--- src/design/alc_pkg.sv ---
// shared constants, types and ladder table of the adc level ladder classifier
// no dependencies
package alc_pkg;

	// frame and sample geometry
	localparam int FRAME_SAMPLES = 10;
	localparam int CHANNELS      = 8;
	localparam int SAMPLE_BITS   = 12;
	localparam int SAMPLE_MAX    = (2 ** SAMPLE_BITS) - 1;

	// port widths
	localparam int SAMPLE_W = 12;
	localparam int CHAN_W   = 3;
	localparam int LEVEL_W  = 4;
	localparam int LIMIT_W  = 19;
	localparam int SUM_O_W  = 16;
	localparam int DEV_O_W  = 19;

	localparam logic [LIMIT_W-1:0] LIMIT_RESET = LIMIT_W'(1000);

	// internal widths, sized for the largest possible values
	localparam int SUM_MAX = FRAME_SAMPLES * SAMPLE_MAX;
	localparam int DEV_MAX = FRAME_SAMPLES * FRAME_SAMPLES * SAMPLE_MAX;
	localparam int CNT_W   = (FRAME_SAMPLES > 2) ? $clog2(FRAME_SAMPLES) : 1;
	localparam int SUM_W   = $clog2(SUM_MAX + 1);
	localparam int DEV_W   = $clog2(DEV_MAX + 1);

	// voltage ladder: v < t is tested as s * vref_centi < t_centi * n * full_scale
	localparam int LADDER_STEPS = 9;
	localparam int VREF_CENTI   = 330;
	localparam int ADC_FULL     = 4096;
	localparam int SCALE        = FRAME_SAMPLES * ADC_FULL;
	localparam int LADDER_TOP   = 290;
	localparam int LHS_MAX      = (SUM_MAX * VREF_CENTI > LADDER_TOP * SCALE) ?
	                              SUM_MAX * VREF_CENTI : LADDER_TOP * SCALE;
	localparam int LHS_W        = $clog2(LHS_MAX + 1);

	localparam int LADDER_CV [LADDER_STEPS] = '{15, 50, 90, 115, 140, 180, 210, 230, 290};

	// threshold k of the ladder in comparison units
	function automatic logic [LHS_W-1:0] ladder_th(input int k);
		return LHS_W'(LADDER_CV[k] * SCALE);
	endfunction

	// controller states
	typedef enum logic [1:0] {
		ST_IDLE,
		ST_PASS,
		ST_FINISH
	} alc_state_t;

	// controller to datapath
	typedef struct packed {
		logic store;
		logic pass_clr;
		logic pass_step;
		logic load;
	} alc_cmd_t;

	// datapath to controller
	typedef struct packed {
		logic hit;
		logic last;
		logic pass_last;
		logic out_free;
	} alc_status_t;

endpackage

--- src/design/alc_ctrl.sv ---
// frame sequencer of the adc level ladder classifier
// depends on alc_pkg
module alc_ctrl (
	input  logic                 clk,
	input  logic                 arst_n,
	input  logic                 in_valid,
	output logic                 in_stall,
	input  alc_pkg::alc_status_t status,
	output alc_pkg::alc_cmd_t    cmd
);
	import alc_pkg::*;

	alc_state_t state_q, state_d;

	// state register
	always_ff @(posedge clk or negedge arst_n) begin
		if (!arst_n) begin
			state_q <= ST_IDLE;
		end else begin
			state_q <= state_d;
		end
	end

	// next state
	always_comb begin
		state_d = state_q;
		case (state_q)
			ST_IDLE: begin
				if (in_valid && status.hit && status.last) begin
					state_d = ST_PASS;
				end
			end
			ST_PASS: begin
				if (status.pass_last) begin
					state_d = ST_FINISH;
				end
			end
			ST_FINISH: begin
				if (status.out_free) begin
					state_d = ST_IDLE;
				end
			end
			default: state_d = ST_IDLE;
		endcase
	end

	// commands and input stall
	always_comb begin
		cmd      = '0;
		in_stall = 1'b1;
		case (state_q)
			ST_IDLE: begin
				in_stall     = 1'b0;
				cmd.store    = in_valid && status.hit;
				cmd.pass_clr = in_valid && status.hit && status.last;
			end
			ST_PASS: begin
				cmd.pass_step = 1'b1;
			end
			ST_FINISH: begin
				cmd.load = status.out_free;
			end
			default: begin
				cmd = '0;
			end
		endcase
	end

endmodule

--- src/design/alc_datapath.sv ---
// frame store, sums, deviation accumulator, ladder compare and result register
// depends on alc_pkg
module alc_datapath (
	input  logic                          clk,
	input  logic                          arst_n,
	input  logic                          cfg_wr_en,
	input  logic [alc_pkg::LIMIT_W-1:0]   cfg_wr_data,
	input  logic [alc_pkg::SAMPLE_W-1:0]  sample,
	input  logic [alc_pkg::CHAN_W-1:0]    channel,
	input  alc_pkg::alc_cmd_t             cmd,
	output alc_pkg::alc_status_t          status,
	output logic                          out_valid,
	input  logic                          out_stall,
	output logic [alc_pkg::LEVEL_W-1:0]   bias_level,
	output logic                          stable,
	output logic [alc_pkg::SUM_O_W-1:0]   sample_sum,
	output logic [alc_pkg::DEV_O_W-1:0]   deviation_sum
);
	import alc_pkg::*;

	logic [SAMPLE_BITS-1:0] frame_mem [FRAME_SAMPLES];
	logic [SAMPLE_BITS-1:0] x;
	logic [CNT_W-1:0]       count_q;
	logic [CNT_W-1:0]       idx_q;
	logic [SUM_W-1:0]       sum_q;
	logic [DEV_W-1:0]       dev_q;
	logic [LIMIT_W-1:0]     limit_q;
	logic [LEVEL_W-1:0]     level_q;
	logic                   out_valid_q;
	logic [SUM_W-1:0]       scaled;
	logic [SUM_W-1:0]       abs_diff;
	logic [LHS_W-1:0]       lhs;
	logic                   is_stable;
	logic [LEVEL_W-1:0]     new_level;
	logic [31:0]            sum_ext;
	logic [31:0]            dev_ext;

	assign x = SAMPLE_BITS'(sample);

	// status back to the sequencer
	assign status.hit       = (32'(channel) == 32'(CHANNELS - 1));
	assign status.last      = (count_q == CNT_W'(FRAME_SAMPLES - 1));
	assign status.pass_last = (idx_q == CNT_W'(FRAME_SAMPLES - 1));
	assign status.out_free  = !out_valid_q || !out_stall;

	// configuration register
	always_ff @(posedge clk or negedge arst_n) begin
		if (!arst_n) begin
			limit_q <= LIMIT_RESET;
		end else if (cfg_wr_en) begin
			limit_q <= cfg_wr_data;
		end
	end

	// frame store
	always_ff @(posedge clk) begin
		if (cmd.store) begin
			frame_mem[count_q] <= x;
		end
	end

	// fill count and running sum
	always_ff @(posedge clk or negedge arst_n) begin
		if (!arst_n) begin
			count_q <= '0;
			sum_q   <= '0;
		end else if (cmd.load) begin
			count_q <= '0;
			sum_q   <= '0;
		end else if (cmd.store) begin
			sum_q <= sum_q + SUM_W'(x);
			if (!status.last) begin
				count_q <= count_q + 1'b1;
			end
		end
	end

	// one absolute deviation term per step
	assign scaled   = SUM_W'(frame_mem[idx_q]) * SUM_W'(FRAME_SAMPLES);
	assign abs_diff = (scaled >= sum_q) ? (scaled - sum_q) : (sum_q - scaled);

	// deviation accumulator
	always_ff @(posedge clk or negedge arst_n) begin
		if (!arst_n) begin
			idx_q <= '0;
			dev_q <= '0;
		end else if (cmd.pass_clr) begin
			idx_q <= '0;
			dev_q <= '0;
		end else if (cmd.pass_step) begin
			idx_q <= idx_q + 1'b1;
			dev_q <= dev_q + DEV_W'(abs_diff);
		end
	end

	// stability test and ladder classification
	assign is_stable = (32'(dev_q) < 32'(limit_q));
	assign lhs       = LHS_W'(sum_q) * LHS_W'(VREF_CENTI);

	always_comb begin
		new_level = level_q;
		for (int k = LADDER_STEPS - 1; k >= 1; k--) begin
			if (lhs > ladder_th(k - 1) && lhs < ladder_th(k)) begin
				new_level = LEVEL_W'(k);
			end
		end
		if (lhs < ladder_th(0)) begin
			new_level = '0;
		end
	end

	// level register
	always_ff @(posedge clk or negedge arst_n) begin
		if (!arst_n) begin
			level_q <= '0;
		end else if (cmd.load && is_stable) begin
			level_q <= new_level;
		end
	end

	// result valid
	always_ff @(posedge clk or negedge arst_n) begin
		if (!arst_n) begin
			out_valid_q <= 1'b0;
		end else if (cmd.load) begin
			out_valid_q <= 1'b1;
		end else if (!out_stall) begin
			out_valid_q <= 1'b0;
		end
	end

	// result payload, saturated to the port widths
	assign sum_ext = 32'(sum_q);
	assign dev_ext = 32'(dev_q);

	always_ff @(posedge clk) begin
		if (cmd.load) begin
			bias_level    <= is_stable ? new_level : level_q;
			stable        <= is_stable;
			sample_sum    <= (sum_ext > 32'(2 ** SUM_O_W - 1)) ? '1 : SUM_O_W'(sum_ext);
			deviation_sum <= (dev_ext > 32'(2 ** DEV_O_W - 1)) ? '1 : DEV_O_W'(dev_ext);
		end
	end

	assign out_valid = out_valid_q;

endmodule

--- src/design/adc_level_ladder_classifier_core.sv ---
// top level of the adc level ladder classifier
// depends on alc_pkg, alc_ctrl and alc_datapath
//
// input channel: sample and channel with in_valid / in_stall; an item moves at
// a clock edge with valid high and stall low. only items of the last channel
// slot are kept; the others are taken and dropped.
// every tenth kept item closes a frame and yields one result item on the output
// channel (bias_level, stable, sample_sum, deviation_sum) with out_valid /
// out_stall; all other items yield nothing.
// throughput: one item per cycle inside a frame; the closing item is followed
// by a deviation pass (one stored sample per cycle through the shared
// accumulator) and a result state, during which in_stall is high.
// out_valid is registered and rises at the edge that leaves the result state.
// a stalled result is held in the output register; the next frame may be
// collected meanwhile, and the following result waits in the result state
// until the register is free. reset (arst_n low) empties the frame, clears
// the level to 0, drops any pending result and sets stability_limit to 1000.
// cfg_wr_en writes stability_limit; the user must see that it is written
// only while no frame result is pending; the block does not enforce it.
module adc_level_ladder_classifier_core (
	input  logic                          clk,
	input  logic                          arst_n,
	input  logic                          cfg_wr_en,
	input  logic [alc_pkg::LIMIT_W-1:0]   cfg_wr_data,
	input  logic                          in_valid,
	output logic                          in_stall,
	input  logic [alc_pkg::SAMPLE_W-1:0]  sample,
	input  logic [alc_pkg::CHAN_W-1:0]    channel,
	output logic                          out_valid,
	input  logic                          out_stall,
	output logic [alc_pkg::LEVEL_W-1:0]   bias_level,
	output logic                          stable,
	output logic [alc_pkg::SUM_O_W-1:0]   sample_sum,
	output logic [alc_pkg::DEV_O_W-1:0]   deviation_sum
);
	import alc_pkg::*;

	alc_cmd_t    cmd;
	alc_status_t status;

	// sequencer
	alc_ctrl u_ctrl (
		.clk      (clk),
		.arst_n   (arst_n),
		.in_valid (in_valid),
		.in_stall (in_stall),
		.status   (status),
		.cmd      (cmd)
	);

	// datapath
	alc_datapath u_datapath (
		.clk           (clk),
		.arst_n        (arst_n),
		.cfg_wr_en     (cfg_wr_en),
		.cfg_wr_data   (cfg_wr_data),
		.sample        (sample),
		.channel       (channel),
		.cmd           (cmd),
		.status        (status),
		.out_valid     (out_valid),
		.out_stall     (out_stall),
		.bias_level    (bias_level),
		.stable        (stable),
		.sample_sum    (sample_sum),
		.deviation_sum (deviation_sum)
	);

endmodule

--- config.mk ---
export PLATFORM = sky130hd
export DESIGN_NAME = adc_level_ladder_classifier_core
export DESIGN_NICKNAME = d
export VERILOG_FILES = /design/src/design/alc_pkg.sv /design/src/design/alc_ctrl.sv /design/src/design/alc_datapath.sv /design/src/design/adc_level_ladder_classifier_core.sv
export SDC_FILE = /design/constraint.sdc
export NUM_CORES = 1
export LEC_CHECK = 0
export BUFFER_PORTS_ARGS = -buffer_cell sky130_fd_sc_hd__buf_2
export CORE_MARGIN = 5
export CORE_UTILIZATION = 25
export CTS_CLUSTER_DIAMETER = 50
export DETAILED_ROUTE_END_ITERATION = 10
export RECOVER_POWER = 50
export SETUP_SLACK_MARGIN = 0.05
export SYNTH_ARGS = -nofsm -noshare
export SYNTH_HDL_FRONTEND = slang
export SYNTH_SLANG_ARGS = --single-unit
--- constraint.sdc ---
create_clock -name clk -period 8.9 [get_ports clk]
set_clock_uncertainty 0.1 [all_clocks]
set_input_delay 1.78 -clock clk [delete_from_list [all_inputs] [get_ports clk]]
set_output_delay 1.78 -clock clk [all_outputs]
set_load 0.005 [all_outputs]
==> summary.txt, run 1 <==
Vias/cell = 4.696
Most frequent cells in the layout = ha_1, edfxtp_1, inv_1
Post-Syn Area = 14900 um2
Die Y = 254.1 um
Skew-Pair Late Insertion Delay = 0.58 ns
Post-Syn Instances = 1326
Final Cell Area = 17250 um2
Starting Density = 25.25%
Initial antenna violation count = 1
Cell Area, Placed = 16130 um2
Post-Route WL = 35220 um
Synth Flop Type = edfxtp_1
Largest stage delay on the critical path = 0.58 ns
Clock Tree Root = clkbuf_16
DRC violations left = 0
Max Clk Rate = 120.5 MHz
Final Setup Violations = 0
CTS tree = yes
Number of global-route vias before repair = 10360
Worst hold path type = reg2reg
Buffers on Ports = 80
Kind of end point of the critical path = flop
Row Count = 89
Crit path launch type = flop
Io pins = 81
Detailed Routing Iterations Pass 1 = 4
Die area = 64590 um2
Post-synth EDFFs = 160
GPL Wtd Cong = 0.8288
Die Wd = 254.1 um
FF+latch count, synth = 229
Core area = 59020 um2
Outcome = finished with violations
Worst-Margin Slew = 3.099 ns
Most common cell after layout, fill and taps aside = ha_1
RSZ-0062 raised after global routing = false
Slew HR = -106.6%
Most frequent CP cell = a21oi_1
First-pass GRT wire length = 56220 um
Critical setup path kind = reg2reg
Synth Area per Inst = 11.24 um2
Layout cell share with drive strength beyond 1 = 14.09%
Count of cell types in the netlist = 90
Worst Path Buf+Inv = 1
Ant diodes = 0
Final min period = 8.296 ns
FILL cells = 6006
Post-route ant nets = 0
Final nets = 1627
# hold bufs at CTS = 0
Final setup TNS = 0 ns
Family with the most delay on the worst path = compound AO/OA/AOI/OAI gates
Worst Path Arrival = 8.59 ns
Async SR Flop Fraction = 30.13%
Max_cap viols = 1
Fin. Hold Viols = 0
H-tree levels = 1
Largest net degree at the start of global routing = 53
Clock sink total = 229
Fin crit share = 93.22%
GRT overflow = 0
Longest Clk Path Bufs = 3
CP max FO = 21
Failing checks = capacitance limit, slew limit
WP data required = 9.19 ns
Register area share after synthesis = 43.88%
Slowest stage cell, crit path = dfrtp_1
P&R area growth vs syn = 15.78%
WL/cell = 16.07 um
Clock slew at reported path FFs = 0.06 ns
Vias = 10290
Global-route usage over all layers = 10.67%
Syn nets = 1558
First DRT Iteration DRCs = 549
CTS Buf Count = 30
Max-slew violation count = 53
HPWL after detailed placement = 26500 um
Ys Warns = 0
Final core occ = 29.23%
==> repair_timing <==
item	in CTS	in global routing
setup endpoints to repair	0	6
resized for setup	0	4
setup buffers	0	5
endpoints found under the hold margin	0	0
==> worst paths after layout <==
kind | from | end | slack [ns] | cells past startpoint
min in group asynchronous | arst_n | u_datapath.level_q[0]$_DFFE_PN0P_ | 1.29 | 1
setup / recovery | u_datapath.idx_q[1]$_DFFE_PN0P_ | u_datapath.dev_q[15]$_DFFE_PN0P_ | 0.60 | 33
setup reg to reg | u_datapath.idx_q[1]$_DFFE_PN0P_ | u_datapath.dev_q[15]$_DFFE_PN0P_ | 0.60 | 33
hold reg to reg | u_datapath.limit_q[0]$_DFFE_PN0P_ | u_datapath.limit_q[0]$_DFFE_PN0P_ | 0.41 | 1
hold / removal | u_datapath.limit_q[0]$_DFFE_PN0P_ | u_datapath.limit_q[0]$_DFFE_PN0P_ | 0.41 | 1
max in group asynchronous | arst_n | u_datapath.idx_q[0]$_DFFE_PN0P_ | 3.56 | 2
==> flip-flops by register name, indices dropped and copies added (netlist names) <==
register                  cells
u_datapath.sample_sum        16
u_datapath.level_q            4
u_datapath.idx_q              4
u_datapath.deviation_sum     19
u_datapath.out_valid          1
u_datapath.bias_level         4
u_datapath.sum_q             16
u_datapath.stable             1
u_datapath.frame_mem        120
u_ctrl.state_q                2
u_datapath.count_q            4
u_datapath.limit_q           19
u_datapath.dev_q             19
==> Yosys cell counts, types with 4 or more instances <==
| cell | instances | area share (%) |
|---|---|---|
| nor4_1 | 5 | 0.21 |
| o21bai_1 | 12 | 0.60 |
| nand3_1 | 37 | 1.2 |
| clkbuf_1 | 51 | 1.3 |
| o31a_1 | 4 | 0.24 |
| o2111ai_1 | 4 | 0.24 |
| buf_1 | 4 | 0.10 |
| nand2_1 | 88 | 2.2 |
| dfrtp_1 | 63 | 11 |
| fa_1 | 26 | 3.5 |
| edfxtp_1 | 160 | 32 |
| o21ai_0 | 90 | 3.0 |
| nand4_1 | 12 | 0.50 |
| or2_2 | 6 | 0.25 |
| or3_1 | 8 | 0.34 |
| and2_1 | 12 | 0.50 |
| nand2b_1 | 15 | 0.63 |
| a221o_1 | 4 | 0.27 |
| mux4_2 | 24 | 3.6 |
| a21o_1 | 26 | 1.3 |
| dfstp_2 | 6 | 1.1 |
| nor2_1 | 52 | 1.3 |
| o21ai_1 | 4 | 0.13 |
| o31ai_1 | 12 | 0.60 |
| a21boi_0 | 5 | 0.25 |
| a21oi_1 | 86 | 2.9 |
| mux2_2 | 6 | 0.45 |
| a211oi_1 | 24 | 1.2 |
| ha_1 | 167 | 14 |
| nor3_1 | 17 | 0.57 |
| mux2i_1 | 21 | 1.4 |
| xnor2_1 | 35 | 2.1 |
| a31oi_1 | 4 | 0.17 |
| inv_1 | 94 | 2.4 |
| o21a_1 | 7 | 0.35 |
| o211ai_1 | 9 | 0.45 |
| a221oi_1 | 5 | 0.29 |
| nor2b_1 | 19 | 0.80 |
| xor2_1 | 26 | 1.5 |
==> metrics by stage <==
step	instances	setup WS [ns]	hold WS, ns
5_1_grt	2192	0.03181	0.4359
4_1_cts	2187	0.3476	0.4175
6_report	2192	0.6036	0.4129
3_3_place_gp	2131	0.5895	0.3945
3_5_place_dp	2131	0.3977	0.4049
2_1_floorplan	1326	0.4549	0.3760
==> layout make-up <==
type / count / area (um2) / area share [%]
timing repair buffer: 96 / 508.0 / 2.944
multi-input combinational: 943 / 7791 / 45.16
sequential: 229 / 6543 / 37.92
inverter: 95 / 356.6 / 2.067
clock inverter: 23 / 306.5 / 1.777
tap: 773 / 967.2 / 5.606
clock buffer: 33 / 782.0 / 4.532
==> kinds of logic (layout without fill, tap and decap cells) <==
kind of cell / after synthesis / count (layout) / share of synthesized area, %
AOI/OAI and AO/OA: 340 / 340 / 15.29
xor gates and xnor gates: 63 / 63 / 3.804
adders and majority gates: 193 / 193 / 17.51
buffers and inverters: 154 / 247 / 3.955
DFF: 229 / 229 / 43.88
muxes: 51 / 51 / 5.491
and+or+nand+nor: 296 / 296 / 10.07
==> metal layers <==
layer	share of wire [%]	vias to the layer above	GRT usage [%]
met1	46	5025	14.26
met4	2.0	2	2.424
met3	4.7	52	2.172
met5	0.037	-	0
met2	47	155	17.99
li1	-	5060	-
Power of run 1 is left out: the tool's default activity adds up to more than one toggle a clock period on the data nets, which glitch-free logic cannot reach.
==> run 2, diff against run 1 <==
--- a/config.mk
+++ b/config.mk
@@ -14,4 +14,5 @@
 export SETUP_SLACK_MARGIN = 0.05
 export SYNTH_ARGS = -nofsm -noshare
 export SYNTH_HDL_FRONTEND = slang
+export SYNTH_HIERARCHICAL = 1
 export SYNTH_SLANG_ARGS = --single-unit
==> run 2 against run 1 <==
Effect of this change: the flow still finishes with violations (capacitance limit, slew limit); non-clock buffer count rose by 2; setup slack improved by 0.13 ns; final cell count rose by 1.8%; flip-flop and latch count did not move; critical path depth fell by 2; global-route usage rose by 0.17 points; die area rose by 2.6%; synthesized cell count rose by 3.2%; hold slack got worse by 0.0031 ns; maximum frequency rose by 1.6%; wire length rose by 5.6%; register-to-register slack improved by 0.13 ns.
==> summary.txt, run 2 <==
H-tree levels = 1 (unchanged)
Outcome = finished with violations
Row Count = 90 (+1.1%)
Worst hold path type = reg2reg
Detailed Routing Iterations Pass 1 = 5 (+1)
Syn nets = 1600 (+2.7%)
Max-slew violation count = 81 (+53%)
Fin crit share = 91.78% (-1.4 points)
Post-route ant nets = 0 (unchanged)
Post-Route WL = 37200 um (+5.6%)
Post-synth top cells = ha_1, edfxtp_1, inv_1
Final min period = 8.169 ns (-0.1276 ns)
Synth top area cells = edfxtp_1, ha_1, dfrtp_1, mux4_2, fa_1
Initial antenna violation count = 0 (-1)
Final setup TNS = 0 ns (unchanged)
Die Wd = 257.4 um (+1.3%)
Final Setup Violations = 0 (unchanged)
Max Clk Rate = 122.4 MHz (+1.6%)
Resized cells post-CTS = 0 (unchanged)
Synth Area per Inst = 11.18 um2 (-0.47%)
Count leader, synth = ha_1
Number of global-route vias before repair = 10700 (+3.3%)
Max_cap viols = 2 (+1)
Io pins = 81 (unchanged)
WP data required = 9.25 ns (+0.06 ns)
Starting Density = 25.30% (+0.054 points)
Synth Flop Type = edfxtp_1
FILL cells = 6119 (+1.9%)
GRT overflow = 0 (unchanged)
Core area = 60470 um2 (+2.5%)
Post-Syn Area = 15300 um2 (+2.7%)
Layout cell share with drive strength beyond 1 = 14.69% (+0.60 points)
First DRT Iteration DRCs = 699 (+27%)
Critical setup path kind = reg2reg
Clock sink total = 229 (unchanged)
CTS tree = yes
Final nets = 1659 (+2.0%)
Ys Warns = 6 (+6)
FF+latch count, synth = 229 (unchanged)
WL/cell = 16.67 um (+3.7%)
Fin. Hold Viols = 0 (unchanged)
GPL Wtd Cong = 0.8130 (-1.9%)
Worst-Margin Slew = 2.946 ns (-0.1531 ns)
Count of cell types in the netlist = 90 (unchanged)
Vias = 10690 (+3.9%)
Ant diodes = 0 (unchanged)
Slowest stage cell, crit path = dfrtp_4
Synth top area share = 31.40% (-0.84 points)
# hold bufs at CTS = 0 (unchanged)
RSZ-0062 raised after global routing = false
Buffers on Ports = 80 (unchanged)
Clock Tree Root = clkbuf_16
CP max FO = 22 (+4.8%)
Failing checks = capacitance limit, slew limit
Post-Syn Instances = 1368 (+3.2%)
HPWL after detailed placement = 27540 um (+3.9%)
Largest Register = u_datapath/frame_mem
Longest Clk Path Bufs = 3 (unchanged)
Largest stage delay on the critical path = 0.57 ns (about the same)
Async SR Flop Fraction = 30.13% (unchanged)
Kind of end point of the critical path = flop
Die area = 66250 um2 (+2.6%)
Clock slew at reported path FFs = 0.06 ns (about the same)
Worst Path Buf+Inv = 2 (+1)
Most frequent cells in the layout = ha_1, edfxtp_1, inv_1
Post-synth EDFFs = 160 (unchanged)
Die Y = 257.4 um (+1.3%)
Skew-Pair Late Insertion Delay = 0.59 ns (about the same)
Most common cell after layout, fill and taps aside = ha_1
Worst Path Arrival = 8.52 ns (-0.07 ns)
DRC violations left = 0 (unchanged)
P&R area growth vs syn = 14.67%
Register area share after synthesis = 42.73% (-1.1 points)
Family with the most delay on the worst path = compound AO/OA/AOI/OAI gates
Slew HR = -96.41% (+10 points)
Post-synth top area cell = edfxtp_1
Max reg flops = 120 (unchanged)
Global-route usage over all layers = 10.84% (+0.17 points)
Vias/cell = 4.790 (+2.0%)
Post-CTS setup repair buffer count = 0 (unchanged)
Largest net degree at the start of global routing = 50 (-5.7%)
First-pass GRT wire length = 59040 um (+5.0%)
CTS Buf Count = 29 (-3.3%)
Crit path launch type = flop
## run 2: cell count changes in the layout (fill, tap and decap cells not counted), moves of 10 or more
cell / change
o21ai_0: -31
nor2_1: +25
mux2i_1: +24
a21o_1: +17
nand3_1: -17
nand2_1: -11
xnor2_1: +10
xor2_1: -10
## run 2: path summary, 6_finish.rpt
kind                       cells past startpoint  slack (ns)                            start                                end
setup reg to reg                              31        0.73  u_datapath/idx_q[0]$_DFFE_PN0P_   u_datapath/dev_q[17]$_DFFE_PN0P_
max in group asynchronous                      2        3.48                           arst_n    u_datapath/idx_q[0]$_DFFE_PN0P_
hold reg to reg                                1        0.41    u_ctrl/state_q[1]$_DFFE_PN0P_      u_ctrl/state_q[0]$_DFFE_PN0P_
min in group asynchronous                      1        1.39                           arst_n  u_datapath/count_q[1]$_DFFE_PN0P_
hold / removal                                 1        0.41    u_ctrl/state_q[1]$_DFFE_PN0P_      u_ctrl/state_q[0]$_DFFE_PN0P_
setup / recovery                              31        0.73  u_datapath/idx_q[0]$_DFFE_PN0P_   u_datapath/dev_q[17]$_DFFE_PN0P_
## run 2: cell type report
type | count | area, um2 | share of cell area [%]
clock buffer | 31 | 733.2 | 4.179
clock inverter | 23 | 289.0 | 1.647
inverter | 96 | 360.3 | 2.054
multi-input combinational | 973 | 8135 | 46.37
sequential | 229 | 6543 | 37.29
tap | 782 | 978.4 | 5.577
timing repair buffer | 98 | 506.7 | 2.888
## run 2: logic make-up (layout without fill, tap and decap cells)
| group | count (synthesis) | count (layout) | synth area share (%) |
|---|---|---|---|
| fa+ha+maj | 193 | 193 | 17.06 |
| xor+xnor | 61 | 61 | 3.492 |
| compound gates | 339 | 339 | 15.49 |
| flops | 229 | 229 | 42.73 |
| simple gates | 304 | 304 | 10.02 |
| mux | 76 | 76 | 6.992 |
| buf+inv | 166 | 248 | 4.219 |
## run 2: through the flow
step | hold slack (ns) | utilization [%] | cells | setup slack (ns) | area [um2]
after floorplan | 0.3545 | - | 1368 | 0.7000 | 15300
after global placement | 0.3911 | 27.38 | 2178 | 0.8138 | 16560
after detailed placement | 0.4006 | 27.38 | 2178 | 0.6288 | 16560
after CTS | 0.4144 | 29.07 | 2232 | 0.5952 | 17580
after global routing | 0.4266 | 29.02 | 2232 | 0.1174 | 17550
final | 0.4098 | 29.02 | 2232 | 0.7312 | 17550
## run 2: layer usage
| metal | vias up | GRT usage [%] | part of all wire [%] |
|---|---|---|---|
| met4 | 0 | 2.952 | 2.4 |
| met1 | 5225 | 14.49 | 46 |
| met5 | - | 0 | 0 |
| li1 | 5211 | - | - |
| met2 | 206 | 18.56 | 48 |
| met3 | 50 | 1.431 | 4.1 |
Power of run 2 is left out for the same reason.
==> run 3, diff against run 2 <==
--- a/config.mk
+++ b/config.mk
@@ -7,9 +7,10 @@
 export LEC_CHECK = 0
 export BUFFER_PORTS_ARGS = -buffer_cell sky130_fd_sc_hd__buf_2
 export CORE_MARGIN = 5
-export CORE_UTILIZATION = 25
+export CORE_UTILIZATION = 50
 export CTS_CLUSTER_DIAMETER = 50
 export DETAILED_ROUTE_END_ITERATION = 10
+export PLACE_DENSITY = 0.7
 export RECOVER_POWER = 50
 export SETUP_SLACK_MARGIN = 0.05
 export SYNTH_ARGS = -nofsm -noshare
==> run 3 against run 2 <==
Effect of this change: the run still ends with capacitance limit, slew limit left; register-to-register slack improved by 0.16 ns; die area down 48%; sequential share of layout area grew 1.3 points; critical endpoint unchanged.
==> summary.txt, run 3 (synthesis results as in run 2) <==
Outcome = finished with violations
Failing checks = capacitance limit, slew limit
Starting Density = 50.28% (+25 points)
Post-route ant nets = 0 (unchanged)
Die area = 34200 um2 (-48%)
WP data required = 9.23 ns (-0.02 ns)
Cells on worst reg2reg path = 31 (unchanged)
First DRT Iteration DRCs = 668 (-4.4%)
Family with the most delay on the worst path = compound AO/OA/AOI/OAI gates
Clock slew at reported path FFs = 0.06 ns (about the same)
GRT overflow = 0 (unchanged)
Core area = 30430 um2 (-50%)
Row Count = 64 (-29%)
CP max FO = 22 (unchanged)
Highest metal used = met4
Hold slack = 0.4180 ns (+0.008197 ns)
DRC violations left = 0 (unchanged)
Most common cell after layout, fill and taps aside = ha_1
Die Y = 184.9 um (-28%)
Critical setup path kind = reg2reg
First-pass GRT wire length = 54830 um (-7.1%)
Met1 wire length = 15810 um (-6.7%)
Largest net degree at the start of global routing = 70 (+40%)
Worst-Margin Slew = 4.084 ns (+1.138 ns)
Crit path launch type = flop
Clock sink total = 229 (unchanged)
CP Depth = 31 (unchanged)
Vias/cell = 5.876 (+23%)
GPL Wtd Cong = 0.8987 (+11%)
Metal3 WL = 2017 um (+31%)
# hold bufs at CTS = 0 (unchanged)
Worst Path Arrival = 8.33 ns (-0.19 ns)
Clock Tree Root = clkbuf_16
Post-Route WL = 34160 um (-8.2%)
Final Setup Violations = 0 (unchanged)
Worst Hold Depth = 0 (-1)
Longest Clk Path Bufs = 3 (unchanged)
Slew HR = -172.3% (-76 points)
Most frequent cells in the layout = ha_1, edfxtp_1, inv_1
H-tree levels = 1 (unchanged)
Max-slew violation count = 70 (-14%)
Max Clk Rate = 124.9 MHz (+2.1%)
Fin. Hold Viols = 0 (unchanged)
CTS tree = yes
Slowest stage cell, crit path = mux4_2
WL/cell = 18.62 um (+12%)
P&R area growth vs syn = 10.68%
HPWL after detailed placement = 25270 um (-8.2%)
Skew-Pair Late Insertion Delay = 0.54 ns (-0.05 ns)
R2R Setup Slk = 0.90 ns (+0.16 ns)
Die Wd = 184.9 um (-28%)
Buffers on Ports = 80 (unchanged)
Most frequent CP cell = a21oi_1
Final min period = 8.004 ns (-0.1647 ns)
RSZ-0062 raised after global routing = false
Worst Path Buf+Inv = 2 (unchanged)
Max reg flops = 120 (unchanged)
Largest Register = u_datapath/frame_mem
Worst hold path type = reg2reg
Fin crit share = 89.93% (-1.9 points)
Ant diodes = 0 (unchanged)
Global-route usage over all layers = 19.90% (+9.1 points)
Final nets = 1650 (-0.54%)
CTS Buf Count = 26 (-10%)
Largest stage delay on the critical path = 0.53 ns (-0.04 ns)
Final setup TNS = 0 ns (unchanged)
Met2 WL = 15570 um (-13%)
Kind of end point of the critical path = flop
Max_cap viols = 1 (-1)
Number of global-route vias before repair = 10360 (-3.2%)
Detailed Routing Iterations Pass 1 = 5 (unchanged)
Layout cell share with drive strength beyond 1 = 14.12% (-0.57 points)
Io pins = 81 (unchanged)
Vias = 10780 (+0.79%)
FILL cells = 2569 (-58%)
Initial antenna violation count = 0 (unchanged)
-- run 3: worst paths after layout --
kind,from,end
setup / recovery,u_datapath/idx_q[0]$_DFFE_PN0P_,u_datapath/dev_q[17]$_DFFE_PN0P_
hold / removal,u_datapath/dev_q[18]$_DFFE_PN0P_,u_datapath/deviation_sum[18]$_SDFFCE_PN1P_
setup reg to reg,u_datapath/idx_q[0]$_DFFE_PN0P_,u_datapath/dev_q[17]$_DFFE_PN0P_
hold reg to reg,u_datapath/dev_q[18]$_DFFE_PN0P_,u_datapath/deviation_sum[18]$_SDFFCE_PN1P_
max in group asynchronous,arst_n,u_datapath/idx_q[0]$_DFFE_PN0P_
min in group asynchronous,arst_n,u_datapath/limit_q[10]$_DFFE_PN0P_
-- run 3: layout make-up --
| class | instances | area [um2] | share of cell area, % |
|---|---|---|---|
| clock inverter | 17 | 236.5 | 1.396 |
| sequential | 229 | 6540 | 38.62 |
| tap | 396 | 495.5 | 2.926 |
| clock buffer | 31 | 689.4 | 4.071 |
| timing repair buffer | 92 | 473.0 | 2.793 |
| inverter | 96 | 360.3 | 2.128 |
| multi-input combinational | 973 | 8140 | 48.07 |
-- run 3: stage by stage --
| step | worst slack (ns) | util, % | instances | instance area (um2) |
|---|---|---|---|---|
| 2_1_floorplan | 0.7000 | - | 1368 | 15300 |
| 4_1_cts | 0.6057 | 55.72 | 1834 | 16960 |
| 6_report | 0.8959 | 55.65 | 1834 | 16940 |
| 3_5_place_dp | 0.6474 | 52.68 | 1786 | 16030 |
| 5_1_grt | 0.1705 | 55.65 | 1834 | 16940 |
| 3_3_place_gp | 0.8187 | 52.68 | 1786 | 16030 |
-- run 3: layer usage --
layer,GRT usage [%],vias to the layer above
met2,32.08,278
met4,4.786,0
met1,28.69,5257
met3,2.887,47
li1,-,5194
met5,0,-
-- run 3: what timing repair did --
| item | CTS | global route |
|---|---|---|
| setup endpoints to repair | 0 | 2 |
| setup buffers | 0 | 0 |
| resized for setup | 0 | 3 |
-- run 3: worst reg2reg max path, delay by kind of cell, from the launching register on --
family	cells	cell delay, ns
DFF	1	0.49
AOI/OAI and AO/OA	17	3.55
and+or+nand+nor	4	0.45
xor gates and xnor gates	2	0.36
adders and majority gates	4	1.50
buffers and inverters	2	0.65
muxes	2	0.80
Power of run 3 is left out for the same reason.
